File: config.mk
export PLATFORM = sky130hd
export DESIGN_NAME = descriptor_deque_with_insert_unit
export DESIGN_NICKNAME = d
export VERILOG_FILES = /design/src/hw/rtl/ddqi_pkg.sv /design/src/hw/rtl/ddqi_ram.sv /design/src/hw/rtl/ddqi_ctrl.sv /design/src/hw/rtl/ddqi_dp.sv /design/src/hw/rtl/descriptor_deque_with_insert_unit.sv
export SDC_FILE = /design/constraint.sdc
export NUM_CORES = 2
export LEC_CHECK = 0
export BUFFER_PORTS_ARGS = -buffer_cell sky130_fd_sc_hd__buf_2
export CAP_MARGIN = 20
export CORE_MARGIN = 2
export CORE_UTILIZATION = 30
export CTS_BUF_LIST = sky130_fd_sc_hd__clkbuf_8
export DETAILED_ROUTE_END_ITERATION = 8
export HOLD_SLACK_MARGIN = 0.15
export SLEW_MARGIN = 15
export SYNTH_ARGS = -nofsm -noshare
export SYNTH_HDL_FRONTEND = slang
export SYNTH_HIERARCHICAL = 1
export SYNTH_SLANG_ARGS = --single-unit
File: constraint.sdc
create_clock -name clk_i -period 12.65 [get_ports clk_i]
set_clock_uncertainty 0.05 [all_clocks]
set_input_delay 3.795 -clock clk_i [delete_from_list [all_inputs] [get_ports clk_i]]
set_output_delay 3.795 -clock clk_i [all_outputs]
set_load 0.02 [all_outputs]
File: src/hw/rtl/ddqi_pkg.sv
// shared types and constants for the descriptor deque with insert
package ddqi_pkg;

  localparam int unsigned CAPACITY_DEF  = 64;
  localparam int unsigned ADDR_BITS_DEF = 32;
  localparam int unsigned LEN_BITS_DEF  = 16;

  // fixed port field widths
  localparam int unsigned ACTION_W = 3;
  localparam int unsigned IN_ADDR_W = 32;
  localparam int unsigned IN_LEN_W = 16;
  localparam int unsigned POS_W = 7;
  localparam int unsigned STATUS_W = 2;
  localparam int unsigned OUT_ADDR_W = 32;
  localparam int unsigned OUT_LEN_W = 16;
  localparam int unsigned COUNT_W = 7;
  localparam int unsigned TOTAL_W = 22;

  typedef enum logic [ACTION_W-1:0] {
    ACT_PUSH_HEAD = 3'd0,
    ACT_PUSH_TAIL = 3'd1,
    ACT_POP_HEAD  = 3'd2,
    ACT_POP_TAIL  = 3'd3,
    ACT_INSERT    = 3'd4
  } act_e;

  typedef enum logic [STATUS_W-1:0] {
    ST_OK       = 2'd0,
    ST_OVERFLOW = 2'd1,
    ST_EMPTY    = 2'd2
  } status_e;

  typedef enum logic [1:0] {
    S_IDLE,
    S_EXEC,
    S_SHIFT,
    S_FIN
  } state_e;

  // controller to datapath
  typedef struct packed {
    logic load;
    logic shift_start;
    logic shift_step;
    logic commit;
  } cmd_t;

  // datapath to controller
  typedef struct packed {
    logic needs_shift;
    logic shift_last;
    logic out_free;
  } sts_t;

endpackage

File: src/hw/rtl/ddqi_ram.sv
// generic single write port ram with registered read
module ddqi_ram #(
  parameter int unsigned WIDTH = 8,
  parameter int unsigned DEPTH = 16
) (
  input  logic                     clk_i,
  input  logic                     we_i,
  input  logic [$clog2(DEPTH)-1:0] waddr_i,
  input  logic [WIDTH-1:0]         wdata_i,
  input  logic                     re_i,
  input  logic [$clog2(DEPTH)-1:0] raddr_i,
  output logic [WIDTH-1:0]         rdata_o
);

  logic [WIDTH-1:0] mem_q [DEPTH];
  logic [WIDTH-1:0] rdata_q;

  always_ff @(posedge clk_i) begin
    if (we_i) begin
      mem_q[waddr_i] <= wdata_i;
    end
    if (re_i) begin
      rdata_q <= mem_q[raddr_i];
    end
  end

  assign rdata_o = rdata_q;

endmodule

File: src/hw/rtl/ddqi_ctrl.sv
// control state machine for the descriptor deque
module ddqi_ctrl (
  input  logic            clk_i,
  input  logic            rst_ni,
  input  logic            in_valid_i,
  output logic            in_ready_o,
  input  ddqi_pkg::sts_t  sts_i,
  output ddqi_pkg::cmd_t  cmd_o
);

  ddqi_pkg::state_e state_q, state_d;

  always_ff @(posedge clk_i or negedge rst_ni) begin
    if (!rst_ni) begin
      state_q <= ddqi_pkg::S_IDLE;
    end else begin
      state_q <= state_d;
    end
  end

  always_comb begin
    state_d    = state_q;
    cmd_o      = '0;
    in_ready_o = 1'b0;
    unique case (state_q)
      ddqi_pkg::S_IDLE: begin
        in_ready_o = 1'b1;
        if (in_valid_i) begin
          cmd_o.load = 1'b1;
          state_d    = ddqi_pkg::S_EXEC;
        end
      end
      ddqi_pkg::S_EXEC: begin
        if (sts_i.needs_shift) begin
          cmd_o.shift_start = 1'b1;
          state_d           = ddqi_pkg::S_SHIFT;
        end else if (sts_i.out_free) begin
          cmd_o.commit = 1'b1;
          state_d      = ddqi_pkg::S_IDLE;
        end
      end
      ddqi_pkg::S_SHIFT: begin
        cmd_o.shift_step = 1'b1;
        if (sts_i.shift_last) begin
          state_d = ddqi_pkg::S_FIN;
        end
      end
      ddqi_pkg::S_FIN: begin
        if (sts_i.out_free) begin
          cmd_o.commit = 1'b1;
          state_d      = ddqi_pkg::S_IDLE;
        end
      end
      default: begin
        state_d = ddqi_pkg::S_IDLE;
      end
    endcase
  end

endmodule

File: src/hw/rtl/ddqi_dp.sv
// datapath: window registers, descriptor store, shift pointer and result register
module ddqi_dp #(
  parameter int unsigned CAPACITY  = ddqi_pkg::CAPACITY_DEF,
  parameter int unsigned ADDR_BITS = ddqi_pkg::ADDR_BITS_DEF,
  parameter int unsigned LEN_BITS  = ddqi_pkg::LEN_BITS_DEF
) (
  input  logic                              clk_i,
  input  logic                              rst_ni,
  input  ddqi_pkg::cmd_t                    cmd_i,
  output ddqi_pkg::sts_t                    sts_o,
  input  logic [ddqi_pkg::ACTION_W-1:0]     action_i,
  input  logic [ddqi_pkg::IN_ADDR_W-1:0]    buf_addr_i,
  input  logic [ddqi_pkg::IN_LEN_W-1:0]     buf_len_i,
  input  logic [ddqi_pkg::POS_W-1:0]        position_i,
  output logic                              out_valid_o,
  input  logic                              out_ready_i,
  output logic [ddqi_pkg::STATUS_W-1:0]     status_o,
  output logic [ddqi_pkg::OUT_ADDR_W-1:0]   out_addr_o,
  output logic [ddqi_pkg::OUT_LEN_W-1:0]    out_len_o,
  output logic [ddqi_pkg::COUNT_W-1:0]      entry_count_o,
  output logic [ddqi_pkg::TOTAL_W-1:0]      total_bytes_o
);

  localparam int unsigned IDX_W = $clog2(CAPACITY);
  localparam int unsigned CNT_W = $clog2(CAPACITY + 1);
  localparam int unsigned SUM_W = CNT_W + 1;
  localparam int unsigned PW    = (CNT_W > ddqi_pkg::POS_W) ? CNT_W : ddqi_pkg::POS_W;
  localparam int unsigned ENT_W = ADDR_BITS + LEN_BITS;
  localparam int unsigned TOT_W = ddqi_pkg::TOTAL_W;

  // window and totals
  logic [CNT_W-1:0] ws_q, ws_d;
  logic [CNT_W-1:0] held_q, held_d;
  logic [TOT_W-1:0] tot_q, tot_d;

  // latched item
  ddqi_pkg::act_e              action_q;
  logic [ADDR_BITS-1:0]        addr_q;
  logic [LEN_BITS-1:0]         len_q;
  logic [ddqi_pkg::POS_W-1:0]  pos_q;
  logic [IDX_W-1:0]            ptr_q;

  // result register
  logic                             out_valid_q;
  logic [ddqi_pkg::STATUS_W-1:0]    status_q;
  logic [ddqi_pkg::OUT_ADDR_W-1:0]  oaddr_q;
  logic [ddqi_pkg::OUT_LEN_W-1:0]   olen_q;
  logic [ddqi_pkg::COUNT_W-1:0]     ocount_q;
  logic [TOT_W-1:0]                 ototal_q;

  // ram ports
  logic             ram_we, ram_re;
  logic [IDX_W-1:0] ram_waddr, ram_raddr;
  logic [ENT_W-1:0] ram_wdata, ram_rdata;
  logic [ADDR_BITS-1:0] rd_addr;
  logic [LEN_BITS-1:0]  rd_len;

  // derived window positions
  logic [SUM_W-1:0] end_sum;
  logic             full;
  logic             pos_lt;
  logic [CNT_W-1:0] ins_off;
  logic [IDX_W-1:0] ins_idx, tail_idx, last_idx, head_idx;
  logic             shift_last;

  // commit decode
  ddqi_pkg::status_e st_c;
  logic              we_c;
  logic [IDX_W-1:0]  waddr_c;
  logic              pop_ok;

  assign end_sum  = SUM_W'(ws_q) + SUM_W'(held_q);
  assign full     = end_sum >= SUM_W'(CAPACITY);
  assign pos_lt   = PW'(pos_q) < PW'(held_q);
  assign ins_off  = pos_lt ? CNT_W'(pos_q) : held_q;
  assign ins_idx  = IDX_W'(SUM_W'(ws_q) + SUM_W'(ins_off));
  assign tail_idx = IDX_W'(end_sum);
  assign last_idx = IDX_W'(end_sum - SUM_W'(1));
  assign head_idx = IDX_W'(ws_q);
  assign shift_last = ptr_q == ins_idx;

  assign rd_addr = ram_rdata[ENT_W-1:LEN_BITS];
  assign rd_len  = ram_rdata[LEN_BITS-1:0];

  assign sts_o.needs_shift = (action_q == ddqi_pkg::ACT_INSERT) && !full && pos_lt;
  assign sts_o.shift_last  = shift_last;
  assign sts_o.out_free    = !out_valid_q || out_ready_i;

  always_comb begin
    st_c    = ddqi_pkg::ST_OK;
    we_c    = 1'b0;
    waddr_c = tail_idx;
    pop_ok  = 1'b0;
    ws_d    = ws_q;
    held_d  = held_q;
    tot_d   = tot_q;
    case (action_q)
      ddqi_pkg::ACT_PUSH_HEAD: begin
        if (ws_q == '0) begin
          st_c = ddqi_pkg::ST_OVERFLOW;
        end else begin
          we_c    = 1'b1;
          waddr_c = IDX_W'(ws_q - CNT_W'(1));
          ws_d    = ws_q - CNT_W'(1);
          held_d  = held_q + CNT_W'(1);
          tot_d   = tot_q + TOT_W'(len_q);
        end
      end
      ddqi_pkg::ACT_PUSH_TAIL: begin
        if (full) begin
          st_c = ddqi_pkg::ST_OVERFLOW;
        end else begin
          we_c   = 1'b1;
          held_d = held_q + CNT_W'(1);
          tot_d  = tot_q + TOT_W'(len_q);
        end
      end
      ddqi_pkg::ACT_POP_HEAD, ddqi_pkg::ACT_POP_TAIL: begin
        if (held_q == '0) begin
          st_c = ddqi_pkg::ST_EMPTY;
        end else begin
          pop_ok = 1'b1;
          if (action_q == ddqi_pkg::ACT_POP_HEAD) begin
            ws_d = ws_q + CNT_W'(1);
          end
          held_d = held_q - CNT_W'(1);
          tot_d  = tot_q - TOT_W'(rd_len);
        end
      end
      ddqi_pkg::ACT_INSERT: begin
        if (full) begin
          st_c = ddqi_pkg::ST_OVERFLOW;
        end else begin
          // later entries were already moved up, position beyond count appends
          we_c    = 1'b1;
          waddr_c = ins_idx;
          held_d  = held_q + CNT_W'(1);
          tot_d   = tot_q + TOT_W'(len_q);
        end
      end
      default: begin
      end
    endcase
  end

  // ram port muxing
  always_comb begin
    ram_we    = 1'b0;
    ram_waddr = waddr_c;
    ram_wdata = {addr_q, len_q};
    if (cmd_i.shift_step) begin
      ram_we    = 1'b1;
      ram_waddr = IDX_W'(ptr_q + IDX_W'(1));
      ram_wdata = ram_rdata;
    end else if (cmd_i.commit) begin
      ram_we = we_c;
    end

    ram_re    = 1'b0;
    ram_raddr = last_idx;
    if (cmd_i.load) begin
      ram_re = 1'b1;
      ram_raddr = (action_i == ddqi_pkg::ACT_POP_HEAD) ? head_idx : last_idx;
    end else if (cmd_i.shift_start) begin
      ram_re = 1'b1;
    end else if (cmd_i.shift_step) begin
      ram_re    = !shift_last;
      ram_raddr = ptr_q - IDX_W'(1);
    end
  end

  ddqi_ram #(
    .WIDTH (ENT_W),
    .DEPTH (CAPACITY)
  ) u_store (
    .clk_i   (clk_i),
    .we_i    (ram_we),
    .waddr_i (ram_waddr),
    .wdata_i (ram_wdata),
    .re_i    (ram_re),
    .raddr_i (ram_raddr),
    .rdata_o (ram_rdata)
  );

  always_ff @(posedge clk_i or negedge rst_ni) begin
    if (!rst_ni) begin
      ws_q        <= CNT_W'(CAPACITY / 3);
      held_q      <= '0;
      tot_q       <= '0;
      out_valid_q <= 1'b0;
    end else begin
      if (cmd_i.commit) begin
        ws_q        <= ws_d;
        held_q      <= held_d;
        tot_q       <= tot_d;
        out_valid_q <= 1'b1;
      end else if (out_ready_i) begin
        out_valid_q <= 1'b0;
      end
    end
  end

  always_ff @(posedge clk_i) begin
    if (cmd_i.load) begin
      action_q <= ddqi_pkg::act_e'(action_i);
      addr_q   <= ADDR_BITS'(buf_addr_i);
      len_q    <= LEN_BITS'(buf_len_i);
      pos_q    <= position_i;
    end
    if (cmd_i.shift_start) begin
      ptr_q <= last_idx;
    end else if (cmd_i.shift_step) begin
      ptr_q <= ptr_q - IDX_W'(1);
    end
    if (cmd_i.commit) begin
      status_q <= st_c;
      oaddr_q  <= pop_ok ? ddqi_pkg::OUT_ADDR_W'(rd_addr) : '0;
      olen_q   <= pop_ok ? ddqi_pkg::OUT_LEN_W'(rd_len) : '0;
      ocount_q <= ddqi_pkg::COUNT_W'(held_d);
      ototal_q <= tot_d;
    end
  end

  assign out_valid_o   = out_valid_q;
  assign status_o      = status_q;
  assign out_addr_o    = oaddr_q;
  assign out_len_o     = olen_q;
  assign entry_count_o = ocount_q;
  assign total_bytes_o = ototal_q;

  // window never runs past the end of the store
  a_window_bound: assert property (@(posedge clk_i) disable iff (!rst_ni)
    end_sum <= SUM_W'(CAPACITY))
    else $error("window runs past store end");

  // a new result never overwrites one that has not been taken
  a_no_overwrite: assert property (@(posedge clk_i) disable iff (!rst_ni)
    cmd_i.commit |-> (!out_valid_q || out_ready_i))
    else $error("result register overwritten");

  // shifting happens only for an insert and stays at or above the insert slot
  a_shift_range: assert property (@(posedge clk_i) disable iff (!rst_ni)
    cmd_i.shift_step |-> (action_q == ddqi_pkg::ACT_INSERT) && (ptr_q >= ins_idx))
    else $error("shift outside insert range");

  // window state changes only when an item completes
  a_state_hold: assert property (@(posedge clk_i) disable iff (!rst_ni)
    !cmd_i.commit |=> $stable(held_q) && $stable(ws_q) && $stable(tot_q))
    else $error("window state changed without commit");

endmodule

File: src/hw/rtl/descriptor_deque_with_insert_unit.sv
// Push, pop and ignored actions go from acceptance through the EXEC state, which registers
// the result once the result register is free.
// An insert inside the window goes from EXEC through SHIFT, one store read and write per
// moved entry, and then FIN, which registers the result once the result register is free.
// One item is in work at a time; the next is taken once the result is registered.
// Reset (rst_ni, async, active low) empties the window and sets its start to CAPACITY/3.
module descriptor_deque_with_insert_unit #(
  parameter int unsigned CAPACITY  = ddqi_pkg::CAPACITY_DEF,
  parameter int unsigned ADDR_BITS = ddqi_pkg::ADDR_BITS_DEF,
  parameter int unsigned LEN_BITS  = ddqi_pkg::LEN_BITS_DEF
) (
  input  logic                            clk_i,
  input  logic                            rst_ni,
  input  logic                            in_valid_i,
  output logic                            in_ready_o,
  input  logic [ddqi_pkg::ACTION_W-1:0]   action_i,
  input  logic [ddqi_pkg::IN_ADDR_W-1:0]  buf_addr_i,
  input  logic [ddqi_pkg::IN_LEN_W-1:0]   buf_len_i,
  input  logic [ddqi_pkg::POS_W-1:0]      position_i,
  output logic                            out_valid_o,
  input  logic                            out_ready_i,
  output logic [ddqi_pkg::STATUS_W-1:0]   status_o,
  output logic [ddqi_pkg::OUT_ADDR_W-1:0] out_addr_o,
  output logic [ddqi_pkg::OUT_LEN_W-1:0]  out_len_o,
  output logic [ddqi_pkg::COUNT_W-1:0]    entry_count_o,
  output logic [ddqi_pkg::TOTAL_W-1:0]    total_bytes_o
);

  ddqi_pkg::cmd_t cmd;
  ddqi_pkg::sts_t sts;

  ddqi_ctrl u_ctrl (
    .clk_i      (clk_i),
    .rst_ni     (rst_ni),
    .in_valid_i (in_valid_i),
    .in_ready_o (in_ready_o),
    .sts_i      (sts),
    .cmd_o      (cmd)
  );

  ddqi_dp #(
    .CAPACITY  (CAPACITY),
    .ADDR_BITS (ADDR_BITS),
    .LEN_BITS  (LEN_BITS)
  ) u_dp (
    .clk_i         (clk_i),
    .rst_ni        (rst_ni),
    .cmd_i         (cmd),
    .sts_o         (sts),
    .action_i      (action_i),
    .buf_addr_i    (buf_addr_i),
    .buf_len_i     (buf_len_i),
    .position_i    (position_i),
    .out_valid_o   (out_valid_o),
    .out_ready_i   (out_ready_i),
    .status_o      (status_o),
    .out_addr_o    (out_addr_o),
    .out_len_o     (out_len_o),
    .entry_count_o (entry_count_o),
    .total_bytes_o (total_bytes_o)
  );

endmodule

# Yosys cells after proc, flatten, opt, wreduce, memory -nomap -nowiden
# Memory sizes are Yosys's and may differ from the RTL's. A register that Yosys moved wholly into a read port is not among the register bits.
# Index checks and enable logic that the tools add are counted.
# W data, S select, Z words.
[classes] n_addsub=11 magnitude_cmp=2 eq_ne=14 muxes=56 reduce_logical=17
[ops] op="$mux W22" count=3
[ops] op="$pmux W22 S3" count=1
[ops] op="$mux W6" count=10
[ops] op="$mux W48" count=1
[ops] op="$mux W7" count=6
[ops] op="$mux W1" count=23
[ops] op="$add A22 B16 Y22" count=1
[ops] op="$sub A22 B16 Y22" count=1
[ops] op="$pmux W7 S3" count=1
[ops] op="$add A7 B1 Y7 const B" count=2
[ops] op="$logic_not A7 Y1" count=2
[ops] op="$pmux W7 S2" count=1
[ops] op="$sub A7 B1 Y7 const B" count=2
[ops] op="$pmux W6 S2" count=1
[ops] op="$sub A6 B1 Y6 const B" count=2
[ops] op="$mux W2" count=5
[ops] op="$eq A3 B2 Y1 const B" count=3
[ops] op="$add A7 B7 Y8" count=1
[ops] op="$ge A8 B7 Y1 const B" count=1
[ops] op="$pmux W2 S4" count=1
[ops] op="$lt A7 B7 Y1" count=1
[ops] op="$add A6 B1 Y6 const B" count=1
[ops] op="$add A6 B6 Y6" count=1
[ops] op="$eq A6 B6 Y1" count=1
[ops] op="other kinds (17)" count=28
[totals] register_bits=182 ramBits=3072 in_bits=62 out_inout_bits=81 word_cells=116 mem_count=1
[memory_table] memory="u_dp.u_store.mem_q" depth=64 width=48 read_ports=1 rd_ports_with_merged_regs=1 write_ports=1 line_no="ddqi_ram.sv:15" rtl="logic [WIDTH-1:0] mem_q [DEPTH];"

# Longest topological paths before layout
[logic_depth] depth_word=11 mapped_depth=23 ltp_nobuf=20

# Hierarchy
# Netlist, hierarchy kept.
[modules_own_cells] mod="ddqi_ram" n_inst=1 cells_each=4970 area_per_inst_um2=117597.8 seq_area_each_um2=93689.9
[modules_own_cells] mod="ddqi_dp" n_inst=1 cells_each=1034 area_per_inst_um2=10946.7 seq_area_each_um2=5223.8
[modules_own_cells] mod="ddqi_ctrl" n_inst=1 cells_each=14 area_per_inst_um2=108.9 seq_area_each_um2=50.0

# Worst setup path before layout
# No wires, ideal clock.
[synth_path] kind="input to register" start="in out_ready_i" end="mem u_dp/u_store/mem_q[49][0] (netlist bit), enable pin" setup_ps=513 t_arrival_ps=12382 required_time_ps=12087 setup_slack_ps=-295 stages=9 path_buffers=1 path_cell_list="nand2b_1 -> nand2_1 -> a21oi_1 -> clkbuf_1 -> inv_1 -> o21ai_0 -> nor2b_1 -> nand4_1 -> nor3_1"
[synth_rtl] element="start, declared" line_no="descriptor_deque_with_insert_unit.sv:21" rtl="input logic out_ready_i,"
[synth_rtl] element="end, declared" line_no="ddqi_ram.sv:15"

==> results.cfg <==
[outcome]
outcome = complete, no violations

[routing]
drc = 0
postRouteAntennaNets = 0
vias_per_cell = 5.38
drt_iter0_drc = 10500
vias = 67900
routed_wl_um = 384000
wl_per_cell_um = 30.5
drtPass1Iterations = 6

[clock_network]
numCtsBuffers = 525
path_clk_slew_ps = 60
clock-sinks = 3302
cts_tree = built
clk_path_buf_depth = 4
ctsHoldBuffers = 0
root_buffer = clkbuf_8
postCtsSetupBuffers = 0
htreeDepth = 6
post_cts_resized = 0
worstSkewPairLatency_ps = 1030

[floorplanning]
io_pins = 143
rows = 240
die_h_um = 659
initial_core_util_pct = 30.1
core_area_mm2 = 0.427
die_w_um = 659
die_area_mm2 = 0.434

[timing]
maxSlewHeadroom_pct = 13.0
tightest_slew_ps = 1310
fmax_mhz = 124
hold_viol = 0
report.final.slew_viol_count = 0
fin_setup_tns_ps = 0
rsz0062_at_grt = no
fin_crit_sh_pct = 63.6
setup_viol = 0
fin_crit_ps = 8040

[hold_path]
min_path_type = reg2reg

[synth]
yosys_most_used_dff = edfxtp_1
ys_ff_latch = 3302
yosys_warnings = 6
yosys-top-cells-area = edfxtp_1 (76%), mux4_2 (13%), dfrtp_1 (0.70%), nor2_1 (0.67%), o22ai_1 (0.66%)
syn_area_per_cell_um2 = 21.4
yosysSeqAreaShare_pct = 76.9
netlist_area_mm2 = 0.129
synth_top_area_share_pct = 76.2
synth_cell_type_count = 82
netlist.top_cell.by_area = edfxtp_1
synth-async-reset-ratio_pct = 1.18
syn_nets = 6142
netlist_instances = 6018
synth-edff-count = 3263

[worst_setup_path]
worstSetupStartpoint = u_dp/held_q[0]
criticalPathCategory = reg2reg
worstPathRequired_ps = 13290
cp-endpoint = u_dp/u_store/rdata_o[0]
endpoint_kind = flop
r2r_start = u_dp/held_q[0]
r2r_end = u_dp/u_store/rdata_o[0]
worstPathMaxFanout = 67
rr_worst_depth = 20
worstSetupStartpointType = flop
cp.arrival_ps = 8680
rrSetupSlack_ps = 4610

[global_route]
overflow = 0
antenna_found_initial = 28
grt_pass1_vias = 67300
grt_usage_pct = 17.2
grt_max_degree = 118
grt_pass1_wl_um = 531000

[cells_and_area]
layout_common_cells = edfxtp_1 (3263), mux4_2 (754), clkbuf_8 (542)
drive_gt1_share_pct = 27.6
nNetsFinal = 6667
fillers = 39600
seq_area_mm2 = 0.0990
synthToLayoutAreaGrowth_pct = 13.9
layout_commonest_cell = edfxtp_1
multi_input_area_mm2 = 0.0285

[place]
io_buffer_count = 142
dp_hpwl_um = 208000
place_congestion = 0.842

[job]
maxCapViolations = 0
==> stage by stage <==
step	hold slack (ps)	utilization (%)	instances	instance area (µm²)	setup slack (ps)
after floorplan	449	-	6018	129000	1470
after global placement	484	32.1	11700	137000	3560
final	511	34.3	12600	147000	4610
after global routing	536	34.3	12600	147000	4440
after detailed placement	495	32.1	11700	137000	3840
after CTS	509	34.2	12600	146000	4830
==> cells in the mapped netlist, types with 7 or more instances <==
cell type     n
edfxtp_1   3263
mux4_2      754
nor2_1      230
a21oi_1     146
clkbuf_1    143
o22ai_1     135
nand2_1     114
buf_2       103
a221oi_1     88
a22oi_1      75
mux2_2       73
mux2i_1      72
buf_4        63
a22o_1       62
ha_1         58
inv_1        51
o21ai_0      42
a211oi_1     41
and2_1       41
xnor2_1      38
dfrtp_1      36
nand3_1      35
nor2b_1      31
o221ai_1     29
xor2_1       24
a21o_1       22
nor3_1       20
buf_1        19
a31oi_1      18
nand2b_1     15
a311oi_1     14
buf_6        12
o21a_1       12
or3_1        11
nand4_1      10
o211ai_1      7
==> layout make-up <==
cell class              instances  share of cell area (%)
flip-flops and latches       3302                    67.5
multi-input cells            2323                    19.5
repair buffers                339                    1.78
diodes                          8                  0.0137
clock buffers                 542                    5.09
inverters                      52                   0.133
well taps                    5687                    4.86
clock inverters               354                    1.12
==> flip-flops by register name, indices dropped and copies added (netlist names) <==
register,flops
u_ctrl/state_q,2
u_dp/action_q,3
u_dp/addr_q,32
u_dp/entry_count_o,7
u_dp/held_q,7
u_dp/len_q,16
u_dp/out_addr_o,32
u_dp/out_len_o,16
u_dp/out_valid_o,1
u_dp/pos_q,7
u_dp/ptr_q,6
u_dp/status_o,2
u_dp/tot_q,22
u_dp/total_bytes_o,22
u_dp/u_store/mem_q,3072
u_dp/u_store/rdata_o,48
u_dp/ws_q,7
==> critical path, cell delays in order, from the launching register on <==
cell and delay [ps]:
dfrtp_1 530, ha_1 290, fa_1 440, a211o_1 320, a21o_1 180, o41ai_2 60
o21ai_1 330, nor2_1 370, nand2_1 130, nor2_1 730, nor2_1 270, nor2_1 160
a211oi_1 80, a21oi_4 150, buf_4 560, buf_4 1000, nand2b_4 760, o22ai_1 420
nor2_1 110, a21oi_1 620, nor2_1 110
==> per-layer routing <==
layer | wire (µm) | track usage, %
met1 | 152000 | 23.9
met2 | 177000 | 26.8
met3 | 45100 | 4.22
met4 | 11000 | 4.72
met5 | 51 | 0
==> worst min path at each step <==
stage               slack (ps)                     start             endpoint  depth (start not counted)
floorplan                  450              u_dp/ws_q[6]         u_dp/ws_q[6]                          1
global placement           480         u_ctrl/state_q[1]    u_ctrl/state_q[1]                          1
detailed placement         490         u_ctrl/state_q[1]    u_ctrl/state_q[1]                          1
CTS                        510  u_dp/u_store/rdata_o[47]  u_dp/out_addr_o[31]                          1
global route               540         u_ctrl/state_q[1]    u_ctrl/state_q[1]                          1
finish                     510          u_dp/out_valid_o     u_dp/out_valid_o                          2
==> logic make-up (layout without fill, tap and decap cells) <==
| logic type | after synthesis | in the layout | share of synthesized area [%] |
|---|---|---|---|
| xor gates and xnor gates | 63 | 63 | 0.440 |
| muxes | 899 | 899 | 14.4 |
| buffers and inverters | 393 | 1287 | 1.50 |
| other | 0 | 8 | 0 |
| DFF | 3302 | 3302 | 76.9 |
| and+or+nand+nor | 552 | 552 | 2.01 |
| adders and majority gates | 62 | 62 | 0.626 |
| AOI/OAI and AO/OA | 747 | 747 | 4.11 |
Power is not shown: default switching activity piles up to over one toggle a cycle in this logic, so the estimate is an artifact.
